`src/rtl/mmcs_pkg.sv`:
```
package mmcs_pkg;

    localparam logic [7:0] PIX_MAX = 8'd255;

    typedef struct packed {
        logic       mode;
        logic [7:0] pixel;
        logic       frame_start;
    } in_item_t;

    typedef struct packed {
        logic [7:0] adjusted_pixel;
        logic       flat;
    } out_item_t;

    typedef enum logic {
        MODE_MEASURE = 1'b0,
        MODE_ADJUST  = 1'b1
    } mode_t;

    // adjust pixel with the min/max in force when it arrived
    typedef struct packed {
        logic [7:0] pixel;
        logic [7:0] lowest;
        logic [7:0] highest;
        logic       relatch;
    } q_entry_t;

    typedef struct packed {
        logic empty;
        logic full;
    } q_status_t;

    typedef enum logic [1:0] {
        ST_IDLE = 2'b01,
        ST_DIV  = 2'b10
    } back_state_t;

endpackage

```
`src/rtl/min_max_contrast_stretch.sv`:
```
// channel   direction  handshake             payload
// item      in         push / full           mode, pixel, frame_start
// result    out        pop / empty           adjusted_pixel, flat
//
// Measure items update min and max and give no result. An adjust item goes
// through the queue and output register; items are taken while the queue is not
// full. The first adjust item after any measure item, if its span exceeds one,
// waits in the back end while a scale division runs one quotient bit per cycle.
// full follows the front-to-back queue; empty follows the output register.
// Reset is asynchronous, active low, and leaves min 255, max 0, scale unlatched.
module min_max_contrast_stretch #(
    parameter int QUEUE_DEPTH = 2
) (
    input  logic               clk,
    input  logic               rst_n,
    input  logic               push,
    output logic               full,
    input  mmcs_pkg::in_item_t  item,
    output logic               empty,
    input  logic               pop,
    output mmcs_pkg::out_item_t result
);
    import mmcs_pkg::*;

    q_entry_t  q_data;
    q_entry_t  q_head;
    q_status_t q_status;
    logic      q_wr;
    logic      q_rd;

    mmcs_front u_front (
        .clk      (clk),
        .rst_n    (rst_n),
        .push     (push),
        .item     (item),
        .q_status (q_status),
        .full     (full),
        .q_wr     (q_wr),
        .q_data   (q_data)
    );

    mmcs_fifo #(
        .DEPTH (QUEUE_DEPTH)
    ) u_fifo (
        .clk     (clk),
        .rst_n   (rst_n),
        .wr      (q_wr),
        .wr_data (q_data),
        .rd      (q_rd),
        .head    (q_head),
        .status  (q_status)
    );

    mmcs_back u_back (
        .clk      (clk),
        .rst_n    (rst_n),
        .head     (q_head),
        .q_status (q_status),
        .q_rd     (q_rd),
        .pop      (pop),
        .empty    (empty),
        .result   (result)
    );

endmodule

```
`src/rtl/mmcs_fifo.sv`:
```
module mmcs_fifo #(
    parameter int DEPTH = 2
) (
    input  logic              clk,
    input  logic              rst_n,
    input  logic              wr,
    input  mmcs_pkg::q_entry_t wr_data,
    input  logic              rd,
    output mmcs_pkg::q_entry_t head,
    output mmcs_pkg::q_status_t status
);
    import mmcs_pkg::*;

    localparam int PTR_W = (DEPTH > 1) ? $clog2(DEPTH) : 1;
    localparam int CNT_W = $clog2(DEPTH + 1);

    q_entry_t             mem_reg [DEPTH];
    logic [PTR_W-1:0]     wr_ptr_reg, wr_ptr_next;
    logic [PTR_W-1:0]     rd_ptr_reg, rd_ptr_next;
    logic [CNT_W-1:0]     count_reg, count_next;
    logic                 do_wr, do_rd;

    assign status.full  = (count_reg == CNT_W'(DEPTH));
    assign status.empty = (count_reg == '0);
    assign do_wr = wr && !status.full;
    assign do_rd = rd && !status.empty;
    assign head  = mem_reg[rd_ptr_reg];

    always_comb
    begin
        wr_ptr_next = wr_ptr_reg;
        rd_ptr_next = rd_ptr_reg;
        count_next  = count_reg;
        if (do_wr)
        begin
            wr_ptr_next = (wr_ptr_reg == PTR_W'(DEPTH - 1)) ? '0 : wr_ptr_reg + 1'b1;
        end
        if (do_rd)
        begin
            rd_ptr_next = (rd_ptr_reg == PTR_W'(DEPTH - 1)) ? '0 : rd_ptr_reg + 1'b1;
        end
        if (do_wr && !do_rd)
        begin
            count_next = count_reg + 1'b1;
        end
        else if (!do_wr && do_rd)
        begin
            count_next = count_reg - 1'b1;
        end
    end

    always_ff @(posedge clk or negedge rst_n)
    begin
        if (!rst_n)
        begin
            wr_ptr_reg <= '0;
            rd_ptr_reg <= '0;
            count_reg  <= '0;
        end
        else
        begin
            wr_ptr_reg <= wr_ptr_next;
            rd_ptr_reg <= rd_ptr_next;
            count_reg  <= count_next;
        end
    end

    always_ff @(posedge clk)
    begin
        if (do_wr)
        begin
            mem_reg[wr_ptr_reg] <= wr_data;
        end
    end

endmodule

```
`src/rtl/mmcs_front.sv`:
```
module mmcs_front (
    input  logic               clk,
    input  logic               rst_n,
    input  logic               push,
    input  mmcs_pkg::in_item_t  item,
    input  mmcs_pkg::q_status_t q_status,
    output logic               full,
    output logic               q_wr,
    output mmcs_pkg::q_entry_t  q_data
);
    import mmcs_pkg::*;

    logic [7:0] lowest_reg, lowest_next;
    logic [7:0] highest_reg, highest_next;
    logic       pending_reg, pending_next;
    logic       take;

    assign full = q_status.full;
    assign take = push && !q_status.full;
    assign q_wr = take && (item.mode == MODE_ADJUST);

    assign q_data.pixel   = item.pixel;
    assign q_data.lowest  = lowest_reg;
    assign q_data.highest = highest_reg;
    assign q_data.relatch = pending_reg;

    always_comb
    begin
        lowest_next  = lowest_reg;
        highest_next = highest_reg;
        pending_next = pending_reg;
        if (take)
        begin
            if (item.mode == MODE_MEASURE)
            begin
                pending_next = 1'b1;
                if (item.frame_start)
                begin
                    lowest_next  = item.pixel;
                    highest_next = item.pixel;
                end
                else
                begin
                    if (item.pixel < lowest_reg)
                    begin
                        lowest_next = item.pixel;
                    end
                    if (item.pixel > highest_reg)
                    begin
                        highest_next = item.pixel;
                    end
                end
            end
            else
            begin
                pending_next = 1'b0;
            end
        end
    end

    always_ff @(posedge clk or negedge rst_n)
    begin
        if (!rst_n)
        begin
            lowest_reg  <= PIX_MAX;
            highest_reg <= '0;
            pending_reg <= 1'b1;
        end
        else
        begin
            lowest_reg  <= lowest_next;
            highest_reg <= highest_next;
            pending_reg <= pending_next;
        end
    end

endmodule

```
`src/rtl/mmcs_back.sv`:
```
module mmcs_back (
    input  logic               clk,
    input  logic               rst_n,
    input  mmcs_pkg::q_entry_t  head,
    input  mmcs_pkg::q_status_t q_status,
    output logic               q_rd,
    input  logic               pop,
    output logic               empty,
    output mmcs_pkg::out_item_t result
);
    import mmcs_pkg::*;

    back_state_t state_reg, state_next;
    logic        done_reg, done_next;
    logic [7:0]  const_reg, const_next;
    logic [2:0]  shift_reg, shift_next;
    logic [7:0]  d_reg, d_next;
    logic [7:0]  num_reg, num_next;
    logic [7:0]  rem_reg, rem_next;
    logic [7:0]  quo_reg, quo_next;
    logic [2:0]  cnt_reg, cnt_next;
    logic        out_valid_reg, out_valid_next;
    out_item_t   out_reg, out_next;

    logic [7:0]  span;
    logic [7:0]  span_m1;
    logic [2:0]  sh;
    logic [15:0] num;
    logic [7:0]  half;
    logic        need_div;
    logic        can_emit;
    logic [8:0]  trial;
    logic        ge;
    logic [7:0]  diff;
    logic [15:0] prod;
    logic [15:0] shifted;
    out_item_t   res;

    assign span    = (head.highest > head.lowest) ? head.highest - head.lowest : 8'd0;
    assign span_m1 = span - 8'd1;

    always_comb
    begin
        sh = '0;
        for (int i = 0; i < 8; i++)
        begin
            if (span_m1[i])
            begin
                sh = 3'(i);
            end
        end
    end

    // 255 * half
    assign half = 8'd1 << sh;
    assign num  = {half, 8'd0} - {8'd0, half};

    assign need_div = head.relatch && !done_reg && (span >= 8'd2);
    assign can_emit = (state_reg == ST_IDLE) && !q_status.empty && !need_div
                      && (!out_valid_reg || pop);
    assign q_rd     = can_emit;

    assign trial = {rem_reg, num_reg[cnt_reg]};
    assign ge    = (trial >= {1'b0, d_reg});

    assign diff    = head.pixel - head.lowest;
    assign prod    = diff * const_reg;
    assign shifted = prod >> shift_reg;

    always_comb
    begin
        res.flat = 1'b0;
        if (span == 8'd0)
        begin
            res.adjusted_pixel = '0;
            res.flat           = 1'b1;
        end
        else if (span == 8'd1)
        begin
            res.adjusted_pixel = (head.pixel > head.lowest) ? PIX_MAX : 8'd0;
        end
        else
        begin
            res.adjusted_pixel = shifted[7:0];
        end
    end

    always_comb
    begin
        state_next     = state_reg;
        done_next      = done_reg;
        const_next     = const_reg;
        shift_next     = shift_reg;
        d_next         = d_reg;
        num_next       = num_reg;
        rem_next       = rem_reg;
        quo_next       = quo_reg;
        cnt_next       = cnt_reg;
        out_valid_next = out_valid_reg;
        out_next       = out_reg;

        if (pop && out_valid_reg)
        begin
            out_valid_next = 1'b0;
        end

        unique case (state_reg)
            ST_IDLE:
            begin
                if (!q_status.empty && need_div)
                begin
                    state_next = ST_DIV;
                    shift_next = sh;
                    d_next     = span;
                    num_next   = num[7:0];
                    rem_next   = {1'b0, num[14:8]};
                    quo_next   = '0;
                    cnt_next   = 3'd7;
                end
                else if (can_emit)
                begin
                    if (head.relatch && !done_reg)
                    begin
                        const_next = '0;
                        shift_next = '0;
                    end
                    out_valid_next = 1'b1;
                    out_next       = res;
                    done_next      = 1'b0;
                end
            end
            ST_DIV:
            begin
                rem_next = ge ? 8'(trial - {1'b0, d_reg}) : trial[7:0];
                quo_next = {quo_reg[6:0], ge};
                cnt_next = cnt_reg - 3'd1;
                if (cnt_reg == 3'd0)
                begin
                    const_next = {quo_reg[6:0], ge};
                    done_next  = 1'b1;
                    state_next = ST_IDLE;
                end
            end
            default:
            begin
                state_next = ST_IDLE;
            end
        endcase
    end

    always_ff @(posedge clk or negedge rst_n)
    begin
        if (!rst_n)
        begin
            state_reg     <= ST_IDLE;
            done_reg      <= 1'b0;
            const_reg     <= '0;
            shift_reg     <= '0;
            out_valid_reg <= 1'b0;
        end
        else
        begin
            state_reg     <= state_next;
            done_reg      <= done_next;
            const_reg     <= const_next;
            shift_reg     <= shift_next;
            out_valid_reg <= out_valid_next;
        end
    end

    always_ff @(posedge clk)
    begin
        d_reg   <= d_next;
        num_reg <= num_next;
        rem_reg <= rem_next;
        quo_reg <= quo_next;
        cnt_reg <= cnt_next;
        out_reg <= out_next;
    end

    assign empty  = !out_valid_reg;
    assign result = out_reg;

    a_div_has_entry: assert property (@(posedge clk) disable iff (!rst_n)
        (state_reg == ST_DIV) |-> !q_status.empty)
        else $error("division running with no entry waiting");

    a_no_emit_in_div: assert property (@(posedge clk) disable iff (!rst_n)
        q_rd |-> (state_reg == ST_IDLE))
        else $error("entry drained during division");

    a_const_range: assert property (@(posedge clk) disable iff (!rst_n)
        (state_reg == ST_DIV && cnt_reg == 3'd0) |=> (const_reg != PIX_MAX))
        else $error("scale constant out of range");

    a_flat_zero: assert property (@(posedge clk) disable iff (!rst_n)
        (out_valid_reg && out_reg.flat) |-> (out_reg.adjusted_pixel == 8'd0))
        else $error("flat result not zero");

endmodule
```
`config.mk`:
```
export PLATFORM = sky130hd
export DESIGN_NAME = min_max_contrast_stretch
export DESIGN_NICKNAME = d
export VERILOG_FILES = /design/src/rtl/mmcs_pkg.sv /design/src/rtl/min_max_contrast_stretch.sv /design/src/rtl/mmcs_fifo.sv /design/src/rtl/mmcs_front.sv /design/src/rtl/mmcs_back.sv
export SDC_FILE = /design/constraint.sdc
export NUM_CORES = 1
export LEC_CHECK = 0
export BUFFER_PORTS_ARGS = -buffer_cell sky130_fd_sc_hd__buf_2
export CAP_MARGIN = 15
export CORE_MARGIN = 2
export CORE_UTILIZATION = 33
export CTS_CLUSTER_DIAMETER = 80
export DETAILED_ROUTE_END_ITERATION = 8
export PLACE_DENSITY = 0.56
export SLEW_MARGIN = 20
export SYNTH_ARGS = -nofsm -noshare
export SYNTH_HDL_FRONTEND = slang
export SYNTH_SLANG_ARGS = --single-unit
```
`constraint.sdc`:
```
create_clock -name clk -period 21.2 [get_ports clk]
set_input_delay 6.36 -clock clk [delete_from_list [all_inputs] [get_ports clk]]
set_output_delay 6.36 -clock clk [all_outputs]
set_load 0.02 [all_outputs]
```
* Word level (Yosys, flattened, before mapping) *
Memories as Yosys holds them, arrays and structs flattened.
Index checks and enable logic that the tools add are counted.

word-level totals
  RAM bits = 50
  word-level logic and storage cells = 139
  output and inout bits = 11
  memories kept = 1
  input bits = 14
  register bits = 79

cells by class
  $mul = 1
  eq/ne operators = 9
  reduce and logical (&&, ||, !) cells = 39
  add/subtract/negate cells = 10
  shift-type cells = 2
  multiplexer cells = 50
  magnitude comparators = 7
  bitwise gates (word level) = 2

memory list
  name            words  width  rd ports  clocked after memory_dff  wr ports  line             text
  u_fifo.mem_reg  2      25     1         0                         1         mmcs_fifo.sv:17  q_entry_t mem_reg [DEPTH];

operators by type and width
  operator             count
  $mux 8               13
  $pmux 8 s2           2
  $mux 3               10
  $gt 8x8->1           3
  $sub 8x8->8          3
  $mul 8x8->16         1
  $shr 16x3->8         1
  $mux 1               15
  $sub 15x8->15        1
  $pmux 7 s2           1
  $logic_and 1x1->1    13
  $reduce_and 3->1     4
  $reduce_bool 2->1    6
  $ge 9x8->1           1
  $eq 8x1->1 const B   1
  $ge 8x2->1 const B   1
  $logic_not 8->1      1
  $lt 8x8->1           1
  $mux 2               4
  $shl 1x3->8 const A  1
  $sub 8x1->8 const B  1
  $logic_not 1->1      7
  $mux 7               1
  $ne 2x2->1 const B   3
  other kinds (19)     25

* Depth between registers and ports, before layout *
An unclocked memory read counts as a cell.

  depth after elaboration = 15
  mapped depth = 29
  gate-level depth less buffers = 27

* By module *
A second synthesis with hierarchy kept.

second synthesis, totals
  cells, all modules = 911
  area, all modules = 9806.9 µm²

by module, submodules not included
  module      cells an instance  area each (µm²)  seq. area each (µm²)  times used
  mmcs_back   700                6497.5           1667.8                1
  mmcs_fifo   97                 2102.0           1601.5                1
  mmcs_front  114                1207.4           436.7                 1

* Least setup slack after synthesis *
Ideal clock, no wire load.

  path type = input to register
  start point = in item[2] in the netlist's numbering
  end point = reg u_front.highest_reg[0]
  arrival time = 8.203 ns
  required time = 21.075 ns
  cell stages on the path = 10
  setup time = 0.125 ns
  path buffers = 0
  setup slack = 12.872 ns
  path through = ha_1 > nor2b_1 > o21a_1 > o21ai_0 > nand2b_1 > a21oi_1 > o21ai_0 > o31a_1 > o21ai_1 > mux2_2

between the ends
  cells in the longest elaborated chain, start to end = 3

RTL lines
  element                      line                            text
  from (decl)                  min_max_contrast_stretch.sv:18  input mmcs_pkg::in_item_t item,
  $gt 8x8->1                   mmcs_front.sv:48                if (item.pixel > highest_reg)
  $reduce_bool 2->1 (no line)  n/a
  $reduce_and 3->1 (no line)   n/a
  to (signal assigned)         mmcs_front.sv:72                highest_reg <= highest_next;
  to (decl)                    mmcs_front.sv:14                logic [7:0] highest_reg, highest_next;

No other way between the ends.
A chain may end at the register's enable or synchronous reset.

* Worst setup path after layout *
  start point = in item[2] in the netlist's numbering
  end point = reg u_front.highest_reg[1]

between the ends
  cells in the longest elaborated chain, start to end = 3
  elaborated cells on any way between the ends = 5
  those cells by class = order compare (1); mux (2); reduce/logical (2)

RTL lines
  element                      line
  $gt 8x8->1                   mmcs_front.sv:48
  $reduce_bool 2->1 (no line)  n/a
  $reduce_and 3->1 (no line)   n/a

Parallel ways exist; a longest one is shown, timed or not. The select of a mux whose other input is x is not followed.

==> flow_metrics.tcl <==
set metrics [dict create \
    clock-root-buffer "clkbuf_16" \
    start_util 0.3372 \
    grt_pass1_vias 6569 \
    drt-total-wl_um 19870 \
    std_cell_rows 62 \
    hold_violations 0 \
    crit_chain "buf_2 > ha_1 > nor2b_1 > o21a_1 > o21ai_0 > nand2b_1 > a21oi_1 > o21ai_0 > o31a_1 > o21ai_1 > mux2_2" \
    yosys_warnings 0 \
    dp_hpwl_um 15290 \
    grt_pass1_wl_um 33720 \
    drcViolationCount 0 \
    placement.io_buffers 24 \
    die-width_um 175.7 \
    rrSetupSlack_ns 13.59 \
    finClkSkew_ns 0.01189 \
    grt_max_degree 37 \
    ios 25 \
    clock_latency_ns 0.43 \
    start_kind "input pin" \
    clk_pin_slew_ns 0.06 \
    cts_sinks 129 \
    critPathMaxFanout 8 \
    slowest_stage "o21ai_1" \
    syn_area_um2 9732 \
    cts_buffer_depth 2 \
    hp-class "reg2reg" \
    die_h_um 175.7 \
    nNetsFinal 1064 \
    period_minus_slack_ns 8.322 \
    critPathMaxStageDelay_ns 0.60 \
    final_cells 1325 \
    ys_seq_elements 129 \
    crit_top_cell "o21ai_0" \
    seq_area_frac_synth 0.3808 \
    postRouteAntennaNets 0 \
    dieArea_um2 30880 \
    cp_num_buf_inv 1 \
    cp.depth 11 \
    area_delta_synth_final_pct 11.55 \
    synthArstFlopShare 0.2791 \
    final_util 0.3762 \
    r2r_cells 25 \
    fmax_mhz 120.2 \
    track_usage 0.1370 \
    cp.required_ns 21.51 \
    crit_path_end "u_front.highest_reg[1]$_DFFE_PN0P_" \
    cts_setup_buffers 0 \
    endpoint_kind "register" \
    worst_pin_slew_ns 1.006 \
    core-area_um2 28860 \
    synth_edf_count 93 \
    ys.flop_type "edfxtp_1" \
    cts_hold_buf 0 \
    avgSynthCellArea_um2 10.74 \
    crit_arrival_ns 8.63 \
    htreeDepth 4 \
    slew_headroom 0.3290 \
    drv_cap 0 \
    drt_iter0_drc 362 \
    rr_startpoint "u_fifo.rd_ptr_reg$_DFFE_PN0P_" \
    n_antenna_cell 0 \
    setup_tns_ns 0 \
    cts_tree "built" \
    ys_types 90 \
    syn_inst 906 \
    crit_path_start "item[2]" \
    dp.cells 1293 \
    maxSlewViolCount 0 \
    finalSetupViolations 0 \
    gp_congestion 0.7800 \
    viasPerCell 4.950 \
    cts-resized-gates 0 \
    overflow 0 \
    first_pass_iters 7 \
    critical_path_class "in2reg" \
    fin_crit_sh 0.3926 \
    grt_antenna_before_repair 0 \
    numCtsBuffers 17 \
    vias 6559 \
    layout-drive-gt1-share 0.1573 \
    largest_register_ffs 50 \
    syn-num-nets 1042 \
    r2r-end "u_back.result[7]$_SDFFCE_PP0P_" \
    rsz0062_at_grt "no" \
    cpLargestDelayFamily "compound AO/OA/AOI/OAI gates" \
    wire_per_inst_um 14.99 \
    outcome "completed" \
]
==> logic make-up after synthesis <==
group / after synthesis / share of synthesized area
and+or+nand+nor: 243 / 0.1263
AOI/OAI and AO/OA: 165 / 0.1284
buffers and inverters: 133 / 0.05425
DFF: 129 / 0.3808
adders and majority gates: 122 / 0.1862
muxes: 76 / 0.08807
xor gates and xnor gates: 37 / 0.03561
other: 1 / 0.0003853
==> through the flow <==
step | setup WS [ns] | hold WS (ns) | cell area, µm²
after floorplan | 12.87 | 0.4582 | 9732
after global placement | 12.43 | 0.4875 | 10260
after detailed placement | 12.40 | 0.4957 | 10260
after CTS | 12.85 | 0.5049 | 10860
after global routing | 12.65 | 0.5379 | 10860
final | 12.88 | 0.5005 | 10860
==> synthesized netlist by cell type (5+ instances only) <==
cell      number  share of area
fa_1          38          0.078
nor3_1        15         0.0077
clkbuf_1      14         0.0054
a21oi_1       41          0.021
mux2_2        41          0.047
nand3b_1       5         0.0039
nor2b_1       23          0.015
nand2_1       66          0.025
a21o_1        12         0.0093
nor2_1        52          0.020
o21ai_0       30          0.015
edfxtp_1      93           0.29
nand3_1       12         0.0062
inv_1        106          0.041
xnor2_1       24          0.022
nand2b_1      16          0.010
nand4_1        6         0.0039
dfrtp_1       26          0.067
and2_1        26          0.017
mux2i_1       29          0.030
a211oi_1       7         0.0054
ha_1          84           0.11
dfstp_2       10          0.027
o211ai_1       7         0.0054
xor2_1        10         0.0090
==> cell usage in the layout (no fill, tap or decap), types with 4 or more instances in the layout <==
master / netlist / final
a211oi_1: 7 / 7
a21o_1: 12 / 12
a21oi_1: 41 / 41
and2_1: 26 / 26
buf_2: 3 / 24
buf_4: 2 / 6
clkbuf_16: 0 / 18
clkinv_4: 0 / 4
dfrtp_1: 26 / 26
dfstp_2: 10 / 10
edfxtp_1: 93 / 93
fa_1: 38 / 38
ha_1: 84 / 84
inv_1: 106 / 106
inv_6: 0 / 5
mux2_2: 41 / 41
mux2i_1: 29 / 29
nand2_1: 66 / 66
nand2b_1: 16 / 16
nand3_1: 12 / 12
nand3b_1: 5 / 5
nand4_1: 6 / 6
nor2_1: 52 / 51
nor2b_1: 23 / 23
nor3_1: 15 / 15
o211ai_1: 7 / 7
o21a_1: 4 / 4
o21ai_0: 30 / 29
o21ai_1: 4 / 5
o31a_1: 4 / 4
xnor2_1: 24 / 24
xor2_1: 10 / 10
==> layout make-up <==
class,instances,area (µm²)
inverters,106,397.9
flip-flops and latches,129,3706
well taps,384,480.5
multi-input cells,644,5508
fillers,2867,18000
clock inverters,13,143.9
clock buffers,19,454.2
repair buffers,30,165.2
==> worst min path at each step <==
stage | endpoint | cells after the start | from
floorplan | u_fifo.mem_reg[0][2]$_DFFE_PP_ | 0 | u_front.highest_reg[1]$_DFFE_PN0P_
global placement | u_back.state_reg[0]$_DFFE_PN1P_ | 2 | u_back.state_reg[0]$_DFFE_PN1P_
detailed placement | u_back.state_reg[0]$_DFFE_PN1P_ | 2 | u_back.state_reg[0]$_DFFE_PN1P_
CTS | u_back.state_reg[0]$_DFFE_PN1P_ | 2 | u_back.state_reg[0]$_DFFE_PN1P_
global route | u_back.state_reg[0]$_DFFE_PN1P_ | 2 | u_back.state_reg[0]$_DFFE_PN1P_
finish | u_back.state_reg[0]$_DFFE_PN1P_ | 2 | u_back.state_reg[0]$_DFFE_PN1P_
==> routing by layer <==
| layer | vias to the layer above | track usage | share of wire |
|---|---|---|---|
| met2 | 102 | 0.2169 | 0.45 |
| met3 | 17 | 0.02965 | 0.030 |
| met1 | 3191 | 0.1922 | 0.51 |
| li1 | 3249 | - | - |
| met5 | - | 0 | 0 |
| met4 | 0 | 0.03099 | 0.010 |
==> worst register-to-register path, cell delays in order, from the launching register on <==
cell	delay, ns
dfrtp_1	0.33
buf_4	0.36
mux2i_1	0.62
ha_1	0.36
nor2b_1	0.13
o21ai_0	0.19
a21oi_1	0.12
o41ai_1	0.60
xnor2_1	0.35
and2_1	0.27
fa_1	0.48
inv_1	0.05
fa_1	0.46
fa_1	0.52
fa_1	0.54
inv_1	0.04
ha_1	0.34
or2_2	0.29
a21oi_1	0.16
a31oi_1	0.10
o41ai_1	0.33
a22oi_1	0.17
nand2_1	0.11
o21ai_0	0.10
mux2i_1	0.22
a21oi_1	0.09
Power is not shown: default switching activity piles up to over one toggle a cycle in this logic, so the estimate is an artifact.
